`config.mk`:
```
export PLATFORM = sky130hd
export DESIGN_NAME = crsf_frame_deframer_crc_check
export DESIGN_NICKNAME = d
export VERILOG_FILES = /design/src/rtl/crsf_pkg.sv /design/src/rtl/crsf_frame_deframer_crc_check.sv
export SDC_FILE = /design/constraint.sdc
export NUM_CORES = 1
export LEC_CHECK = 0
export BUFFER_PORTS_ARGS = -buffer_cell sky130_fd_sc_hd__buf_4
export CORE_MARGIN = 4
export CORE_UTILIZATION = 58
export DETAILED_ROUTE_END_ITERATION = 7
export PLACE_DENSITY_LB_ADDON = 0.12
export SLEW_MARGIN = 20
export SYNTH_ARGS = -nofsm -noshare
export SYNTH_HDL_FRONTEND = slang
export SYNTH_SLANG_ARGS = --single-unit
```
`constraint.sdc`:
```
create_clock -name clk -period 10.38 [get_ports clk]
set_input_delay 0.519 -clock clk [delete_from_list [all_inputs] [get_ports clk]]
set_output_delay 0.519 -clock clk [all_outputs]
set_load 0.01 [all_outputs]
```
`src/rtl/crsf_pkg.sv`:
```
// Shared constants, types and the CRC-8 (poly 0xD5) byte update for the frame deframer.
// No dependencies; imported by crsf_frame_deframer_crc_check.
package crsf_pkg;

    localparam int MAX_FRAME = 64;
    localparam int LEN_W     = $clog2(MAX_FRAME - 1);
    localparam int CNT_W     = $clog2(MAX_FRAME + 1);
    localparam int HDR_N     = 5;

    localparam logic [7:0] SYNC_MAIN    = 8'hC8;
    localparam logic [7:0] OWN_ADDR_RST = 8'hEE;
    localparam logic [7:0] CRC_POLY     = 8'hD5;
    localparam logic [7:0] TYPE_PING    = 8'h28;
    localparam logic [7:0] TYPE_PREAD   = 8'h2C;
    localparam logic [7:0] TYPE_PWRITE  = 8'h2D;
    localparam logic [7:0] ADDR_BCAST   = 8'h00;
    localparam logic [7:0] LEN_MIN      = 8'd2;
    localparam logic [7:0] LEN_MAX      = 8'(MAX_FRAME - 2);

    typedef enum logic [1:0] {
        PH_SYNC = 2'd0,
        PH_LEN  = 2'd1,
        PH_BODY = 2'd2
    } phase_t;

    typedef enum logic [2:0] {
        V_BAD_CRC    = 3'd0,
        V_TOO_SHORT  = 3'd1,
        V_PING_US    = 3'd2,
        V_PING_OTHER = 3'd3,
        V_PREAD      = 3'd4,
        V_PWRITE     = 3'd5,
        V_IGNORED    = 3'd6
    } verdict_t;

    function automatic logic [7:0] crc8_update(input logic [7:0] crc, input logic [7:0] b);
        logic [7:0] c;
        c = crc ^ b;
        for (int k = 0; k < 8; k++) begin
            if (c[7])
            begin
                c = (c << 1) ^ CRC_POLY;
            end
            else
            begin
                c = c << 1;
            end
        end
        return c;
    endfunction

endpackage

```
`src/rtl/crsf_frame_deframer_crc_check.sv`:
```
// Serial frame deframer with CRC-8 check: sync hunt, length check, header capture, verdict.
// Depends on crsf_pkg (constants, phase and verdict types, CRC byte update).
//
// Usage:
//   Input channel (in_valid / in_stall / rx_byte) carries one received serial
//   byte per transfer. Output channel (out_valid / out_stall / fields) carries
//   one result per completed frame; bytes that do not end a frame give none.
//   The config channel (cfg_valid / cfg_ready / own_address) writes the module
//   address; cfg_ready is always high. Write it only while the block is idle.
// Timing:
//   A transferred byte sits in the input register and is processed from
//   there; its result, if any, goes straight into the result register.
//   One byte per cycle is sustained unless a frame-ending byte is held
//   (see Stall): the per-byte CRC update and parser step form one
//   combinational pass between the input register and the result register.
// Stall:
//   While a result waits under out_stall, bytes that do not finish a frame
//   keep flowing; only a byte that would finish another frame is held, and
//   in_stall then rises until the waiting result is taken.
// Reset:
//   rst_n clears the parser to sync hunt, empties both registers and sets the
//   module address to 0xEE.
module crsf_frame_deframer_crc_check (
    input  logic       clk,
    input  logic       rst_n,
    input  logic       in_valid,
    output logic       in_stall,
    input  logic [7:0] rx_byte,
    output logic       out_valid,
    input  logic       out_stall,
    output logic [2:0] verdict,
    output logic [7:0] frame_type,
    output logic [7:0] dest_addr,
    output logic [7:0] orig_addr,
    output logic [7:0] field_id,
    output logic [7:0] arg_value,
    output logic [6:0] total_len,
    input  logic       cfg_valid,
    output logic       cfg_ready,
    input  logic [7:0] own_address
);
    import crsf_pkg::*;

    // Input register
    logic             in_valid_reg, in_valid_next;
    logic [7:0]       in_byte_reg;

    // Parser state
    phase_t           phase_reg, phase_next;
    logic [CNT_W-1:0] count_reg, count_next;
    logic [LEN_W-1:0] exp_len_reg, exp_len_next;
    logic [7:0]       crc_reg, crc_next;
    logic [7:0]       hdr_reg [HDR_N];
    logic [7:0]       hdr_next [HDR_N];

    // Config
    logic [7:0]       own_addr_reg;

    // Result register
    logic             out_valid_reg, out_valid_next;
    verdict_t         verdict_reg, verdict_next;
    logic [7:0]       type_reg, dest_reg, orig_reg, fid_reg, arg_reg;
    logic [CNT_W-1:0] total_reg, total_next;

    logic             accept;
    logic             emit;
    logic             step;
    logic             out_free;
    logic [CNT_W-1:0] frame_total;
    logic [CNT_W-1:0] pos_inc;

    assign cfg_ready = 1'b1;

    // Result register can take a new frame when empty or being drained now.
    assign out_free = !out_valid_reg || !out_stall;
    // Hold a frame-ending byte while the previous result still waits.
    assign step     = in_valid_reg && (!emit || out_free);
    assign in_stall = in_valid_reg && !step;
    assign accept   = in_valid && !in_stall;

    assign frame_total = CNT_W'(exp_len_reg) + CNT_W'(2);
    assign pos_inc     = count_reg + CNT_W'(1);

    // Parser step for the byte in the input register.
    always_comb
    begin
        phase_next   = phase_reg;
        count_next   = count_reg;
        exp_len_next = exp_len_reg;
        crc_next     = crc_reg;
        hdr_next     = hdr_reg;
        emit         = 1'b0;
        verdict_next = V_IGNORED;
        total_next   = frame_total;

        unique case (phase_reg)
            PH_LEN:
            begin
                if (in_byte_reg < LEN_MIN || in_byte_reg > LEN_MAX)
                begin
                    // Drop an out-of-range length, resume sync hunt.
                    phase_next = PH_SYNC;
                    count_next = '0;
                end
                else
                begin
                    exp_len_next = in_byte_reg[LEN_W-1:0];
                    count_next   = CNT_W'(2);
                    crc_next     = '0;
                    for (int i = 0; i < HDR_N; i++)
                    begin
                        hdr_next[i] = '0;
                    end
                    phase_next = PH_BODY;
                end
            end
            PH_BODY:
            begin
                if (count_reg <= CNT_W'(exp_len_reg))
                begin
                    crc_next = crc8_update(crc_reg, in_byte_reg);
                    for (int i = 0; i < HDR_N; i++)
                    begin
                        if (count_reg == CNT_W'(i + 2))
                        begin
                            hdr_next[i] = in_byte_reg;
                        end
                    end
                end
                count_next = pos_inc;
                if (pos_inc == frame_total)
                begin
                    // Last byte is the CRC; it is never captured or hashed.
                    emit = 1'b1;
                    if (crc_reg != in_byte_reg)
                        verdict_next = V_BAD_CRC;
                    else if (frame_total < CNT_W'(6))
                        verdict_next = V_TOO_SHORT;
                    else if (hdr_reg[0] == TYPE_PING)
                        verdict_next = (hdr_reg[1] == ADDR_BCAST || hdr_reg[1] == own_addr_reg)
                                       ? V_PING_US : V_PING_OTHER;
                    else if (hdr_reg[0] == TYPE_PREAD && hdr_reg[1] == own_addr_reg
                             && frame_total >= CNT_W'(8))
                        verdict_next = V_PREAD;
                    else if (hdr_reg[0] == TYPE_PWRITE && hdr_reg[1] == own_addr_reg
                             && frame_total >= CNT_W'(8))
                        verdict_next = V_PWRITE;
                    else
                        verdict_next = V_IGNORED;
                    phase_next = PH_SYNC;
                    count_next = '0;
                end
            end
            default:
            begin
                // Sync hunt: main sync byte or our own address.
                phase_next = PH_SYNC;
                if (in_byte_reg == SYNC_MAIN || in_byte_reg == own_addr_reg)
                begin
                    phase_next = PH_LEN;
                    count_next = CNT_W'(1);
                end
            end
        endcase
    end

    always_comb
    begin
        if (accept)
            in_valid_next = 1'b1;
        else if (step)
            in_valid_next = 1'b0;
        else
            in_valid_next = in_valid_reg;

        if (step && emit)
            out_valid_next = 1'b1;
        else if (!out_stall)
            out_valid_next = 1'b0;
        else
            out_valid_next = out_valid_reg;
    end

    // Control registers
    always_ff @(posedge clk or negedge rst_n)
    begin
        if (!rst_n)
        begin
            in_valid_reg  <= 1'b0;
            out_valid_reg <= 1'b0;
            phase_reg     <= PH_SYNC;
            count_reg     <= '0;
            exp_len_reg   <= '0;
            crc_reg       <= '0;
            own_addr_reg  <= OWN_ADDR_RST;
            for (int i = 0; i < HDR_N; i++)
            begin
                hdr_reg[i] <= '0;
            end
        end
        else
        begin
            in_valid_reg  <= in_valid_next;
            out_valid_reg <= out_valid_next;
            if (cfg_valid && cfg_ready)
            begin
                own_addr_reg <= own_address;
            end
            if (step)
            begin
                phase_reg   <= phase_next;
                count_reg   <= count_next;
                exp_len_reg <= exp_len_next;
                crc_reg     <= crc_next;
                hdr_reg     <= hdr_next;
            end
        end
    end

    // Payload registers
    always_ff @(posedge clk)
    begin
        if (accept)
        begin
            in_byte_reg <= rx_byte;
        end
        if (step && emit)
        begin
            verdict_reg <= verdict_next;
            type_reg    <= hdr_reg[0];
            dest_reg    <= hdr_reg[1];
            orig_reg    <= hdr_reg[2];
            fid_reg     <= hdr_reg[3];
            arg_reg     <= hdr_reg[4];
            total_reg   <= total_next;
        end
    end

    assign out_valid  = out_valid_reg;
    assign verdict    = verdict_reg;
    assign frame_type = type_reg;
    assign dest_addr  = dest_reg;
    assign orig_addr  = orig_reg;
    assign field_id   = fid_reg;
    assign arg_value  = arg_reg;
    assign total_len  = total_reg;

`ifndef NO_ASSERTIONS
    // A waiting result is never overwritten or lost.
    a_result_held: assert property (@(posedge clk) disable iff (!rst_n)
        (out_valid_reg && out_stall) |=> out_valid_reg && $stable(total_reg))
        else $error("pending result lost or overwritten");

    // While collecting, the position never runs past the frame end.
    a_pos_bound: assert property (@(posedge clk) disable iff (!rst_n)
        (phase_reg == PH_BODY) |-> (count_reg <= frame_total && exp_len_reg >= LEN_MIN[LEN_W-1:0]))
        else $error("frame position out of range");

    // A completed frame returns the parser to sync hunt and shows a result.
    a_frame_done: assert property (@(posedge clk) disable iff (!rst_n)
        (step && emit) |=> (phase_reg == PH_SYNC && out_valid_reg))
        else $error("frame completion not handled");

    // Input is held only for a frame-ending byte behind a stalled result.
    a_stall_cause: assert property (@(posedge clk) disable iff (!rst_n)
        in_stall |-> (in_valid_reg && emit && out_valid_reg && out_stall))
        else $error("unexpected input stall");
`endif

endmodule
```
==> results.md <==
Synthesis:
- Sequential cells were found to cover 60.2% of the synthesized design area.
- The total of warnings raised by yosys is 0.
- After synthesis, the share of flip-flops with an asynchronous set or reset is 55.7%.
- The netlist uses 51 different library cells.
- The number of synthesized register bits is 131.
- The number of flops mapped to enable cells by yosys is 58.
- The synthesized net count is 469.
- The area of the mapped netlist is 5940 sq um.
- The post-synthesis instance total is 433.
- The top cell type by area accounts for 29.3% of the synthesized area.
- The average size of a mapped cell is 13.7 sq um.
- The cell accounting for the most synthesized area is sky130_fd_sc_hd__edfxtp_1.
- The most used flip-flop cell after synthesis is sky130_fd_sc_hd__dfrtp_1.
- Ranked by total cell area, the synthesized netlist is headed by sky130_fd_sc_hd__edfxtp_1 (29%), sky130_fd_sc_hd__dfrtp_1 (28%), sky130_fd_sc_hd__mux2_2 (6.1%).

Floorplan:
- From bottom edge to top edge, the die measures 109 um.
- The placeable core region is 9860 sq um.
- After floorplanning, the core was divided into 36 placement rows.
- The count of pins on the block boundary is 74.
- Measured along the x axis, the die boundary spans 109 um.
- The initial core utilization is 60.2%.
- The area of the die is 11900 sq um.

Routing:
- The wire length per cell after detailed routing is 18.3 um.
- Summed over all layers, the routed wires come to 12100 um.
- The starting DRC count in detailed routing is 230.
- The first detailed-routing pass ran for 5 iterations.
- The number of nets with antenna violations after detailed routing is 0.
- The residual DRC count is 0.
- The ratio of routed vias to standard cells is 5.51.
- The total via count in the routed design is 3650.

Timing:
- The setup total negative slack is 0 ps.
- Setup violations remaining at the end of the flow were counted as 0.
- The number of hold violations in the final report was 0.
- Across the routed clock network, the largest skew measured is 7.26 ps.
- The minimum clock period after layout is 3710 ps.
- Of the available clock period, the critical path in the final layout requires 35.7%.
- The number of pins with negative max-slew slack in the final report is 0.
- The slew at the pin closest to its max-slew limit is 948 ps.
- Once routing completed, OpenROAD measured the worst setup slack at 6670 ps.
- The worst slew margin relative to its limit is 36.8%.
- Timing would allow up to 270 MHz.
- The worst hold slack is 138 ps.
- Setup repair after global routing left no endpoint under its margin.

Worst setup path:
- The end point of the critical path is in_stall.
- Data on the critical path arrives at its endpoint at 3190 ps.
- The launch point of the critical path is exp_len_reg[1].
- The worst setup path is launched from a register.
- The setup path with the least slack is of type reg -> out.
- The worst register-to-register path has a depth of 7.
- Data on the critical path is required at its endpoint by 9860 ps.
- In this run the critical register-to-register path is launched from exp_len_reg[1].
- The worst-path maximum fanout is 8.
- The kind of end point of the critical path is an output port.
- Setup slack on the worst reg-to-reg path comes out at 7030 ps.
- The reg-to-reg endpoint is dest_addr[2].

Placement:
- The count of input and output buffers is 72.
- The final RePlAce weighted congestion is 0.849.
- Summed over all nets, the half-perimeter wirelength after detailed placement is 8450 um.
- Prior to clock tree synthesis, the placed netlist has a worst setup slack of 6740 ps.

Power:
- The leakage power is 3.16 nW.
- The total power divided by cell area is 181 nW/um^2.
- IR analysis of the VDD net gives a maximum drop of 0.104 mV.
- Power comes to 1.30 mW.

Clocking:
- For the worst-skew pair, the clock arrives at the later sink with an insertion delay of 510 ps.
- The number of buffers added to fix hold violations after cts is 0.
- The quantity of gates resized following cts is 0.
- The clock tree buffer depth is 2.
- The clock buffer count from CTS is 17.
- Clock-pin slew was measured on the worst setup and hold paths at 60 ps.
- The number of setup buffers added after CTS is 0.
- CTS placed an instance of sky130_fd_sc_hd__clkbuf_8 at the clock tree root.
- The H-tree depth reported by CTS is 4.
- The clock drives 131 sinks.
- The CTS tree is done.

Run:
- Max-cap violations in this run came to 0.

Global route:
- The final global-route overflow total is 0.
- The total global-route track usage is 22.1%.
- The number of antenna violations at the first check in global routing is 0.
- The first-pass GRT wire length is 19400 um.
- Entering global routing, the biggest net connects 74 pins.
- The number of global-route vias before repair is 3618.

Cells and area:
- In the final layout, the share of cells above drive strength 1 is 29.3%.
- The number of antenna diodes in the final layout is 0.
- Fill cells in the final layout number 676.
- Compared with the post-synthesis result, the final layout area differs by 20.8%.
- The number of flip-flops under the largest register name is 40.
- The final layout contains 552 nets.

Status:
- The flow ran to the end, and the final reports show no timing, DRC or antenna violations.

Min path:
- The path class of the tightest hold or removal check is in -> async.
==> routing by layer <==
layer,wire [um],GRT usage [%]
met3,712,4.09
met4,144,7.48
met5,0,0
met1,5460,31.2
met2,5800,34.7
==> cells in the mapped netlist (3+ instances only) <==
master / number
sky130_fd_sc_hd__nor2_1: 11
sky130_fd_sc_hd__ha_1: 15
sky130_fd_sc_hd__a211oi_4: 3
sky130_fd_sc_hd__nor2b_1: 4
sky130_fd_sc_hd__nand2_1: 25
sky130_fd_sc_hd__nor4_1: 3
sky130_fd_sc_hd__and2_1: 12
sky130_fd_sc_hd__mux2_1: 24
sky130_fd_sc_hd__nor3_1: 4
sky130_fd_sc_hd__nand2b_1: 3
sky130_fd_sc_hd__or4_1: 3
sky130_fd_sc_hd__dfrtp_1: 67
sky130_fd_sc_hd__o21ai_0: 25
sky130_fd_sc_hd__o221ai_1: 3
sky130_fd_sc_hd__inv_1: 19
sky130_fd_sc_hd__nand4_1: 6
sky130_fd_sc_hd__mux2_2: 32
sky130_fd_sc_hd__dfstp_2: 6
sky130_fd_sc_hd__xnor3_1: 3
sky130_fd_sc_hd__nand3b_1: 3
sky130_fd_sc_hd__nand3_1: 9
sky130_fd_sc_hd__xnor2_1: 39
sky130_fd_sc_hd__o22ai_1: 4
sky130_fd_sc_hd__clkbuf_1: 6
sky130_fd_sc_hd__a21oi_1: 4
sky130_fd_sc_hd__xor2_1: 11
sky130_fd_sc_hd__edfxtp_1: 58
==> report_power, final <==
part           switching, mW  internal [mW]  total [mW]
logic                 0.0839         0.0742       0.158
clock network          0.226          0.325       0.551
registers             0.0268          0.560       0.587
total                  0.336          0.959        1.30
==> per-stage QoR <==
stage / instance area (sq um) / cells / utilization (%)
floorplan: 5940 / 433 / -
global placement: 6610 / 630 / 67.0
detailed placement: 6610 / 630 / 67.0
CTS: 7170 / 662 / 72.7
global route: 7180 / 662 / 72.7
finish: 7180 / 662 / 72.7
==> area by class of cell <==
cell class              count  area (sq um)  share of cell area [%]
flip-flops and latches    131          3580                    49.8
multi-input cells         272          2240                    31.2
repair buffers             74           556                    7.74
clock buffers              20           468                    6.52
well taps                 133           166                    2.32
clock inverters            12          92.6                    1.29
inverters                  20          75.1                    1.05
==> cell families (layout without fill, tap and decap cells) <==
group           Yosys count  count (layout)  synth area share, %
flops                   131             131                 60.2
mux                      56              56                 10.6
simple gates             96              96                 9.27
xor+xnor                 53              53                 8.51
fa+ha+maj                15              15                 3.16
other cells               1               1               0.0632
buf+inv                  30             126                 2.06
compound gates           51              51                 6.09
==> layout by cell type, fill, tap and decap left out, drive strengths merged, types with 5 or more instances in the layout <==
cell / n
nor2: 11
clkinv: 5
nor4: 5
ha: 15
dfrtp: 67
dfstp: 6
o21ai: 25
nand3: 11
buf: 74
xnor2: 39
mux2: 56
inv: 25
and2: 12
edfxtp: 58
clkbuf: 20
xor2: 11
nand2: 25
nand4: 6
==> worst max-delay path, cell delays in order, from the launching register on <==
cell                      delay [ps]
sky130_fd_sc_hd__dfrtp_1         450
sky130_fd_sc_hd__ha_1            270
sky130_fd_sc_hd__nand3_1         110
sky130_fd_sc_hd__xnor2_1         290
sky130_fd_sc_hd__xnor3_1         420
sky130_fd_sc_hd__nor4_4          490
sky130_fd_sc_hd__and2_1          300
sky130_fd_sc_hd__nand3_1         150
sky130_fd_sc_hd__inv_1            80
sky130_fd_sc_hd__buf_4           110
==> worst min-delay path by stage <==
stage / start / end / cells past startpoint
2_1_floorplan: rst_n / count_reg[0] / 0
3_3_place_gp: hdr_reg[7] / arg_value[7] / 0
3_5_place_dp: hdr_reg[7] / arg_value[7] / 0
4_1_cts: rx_byte[1] / in_byte_reg[1] / 1
5_1_grt: rx_byte[7] / in_byte_reg[7] / 1
6_report: rst_n / count_reg[4] / 1
(Power assumes the default switching activity.)
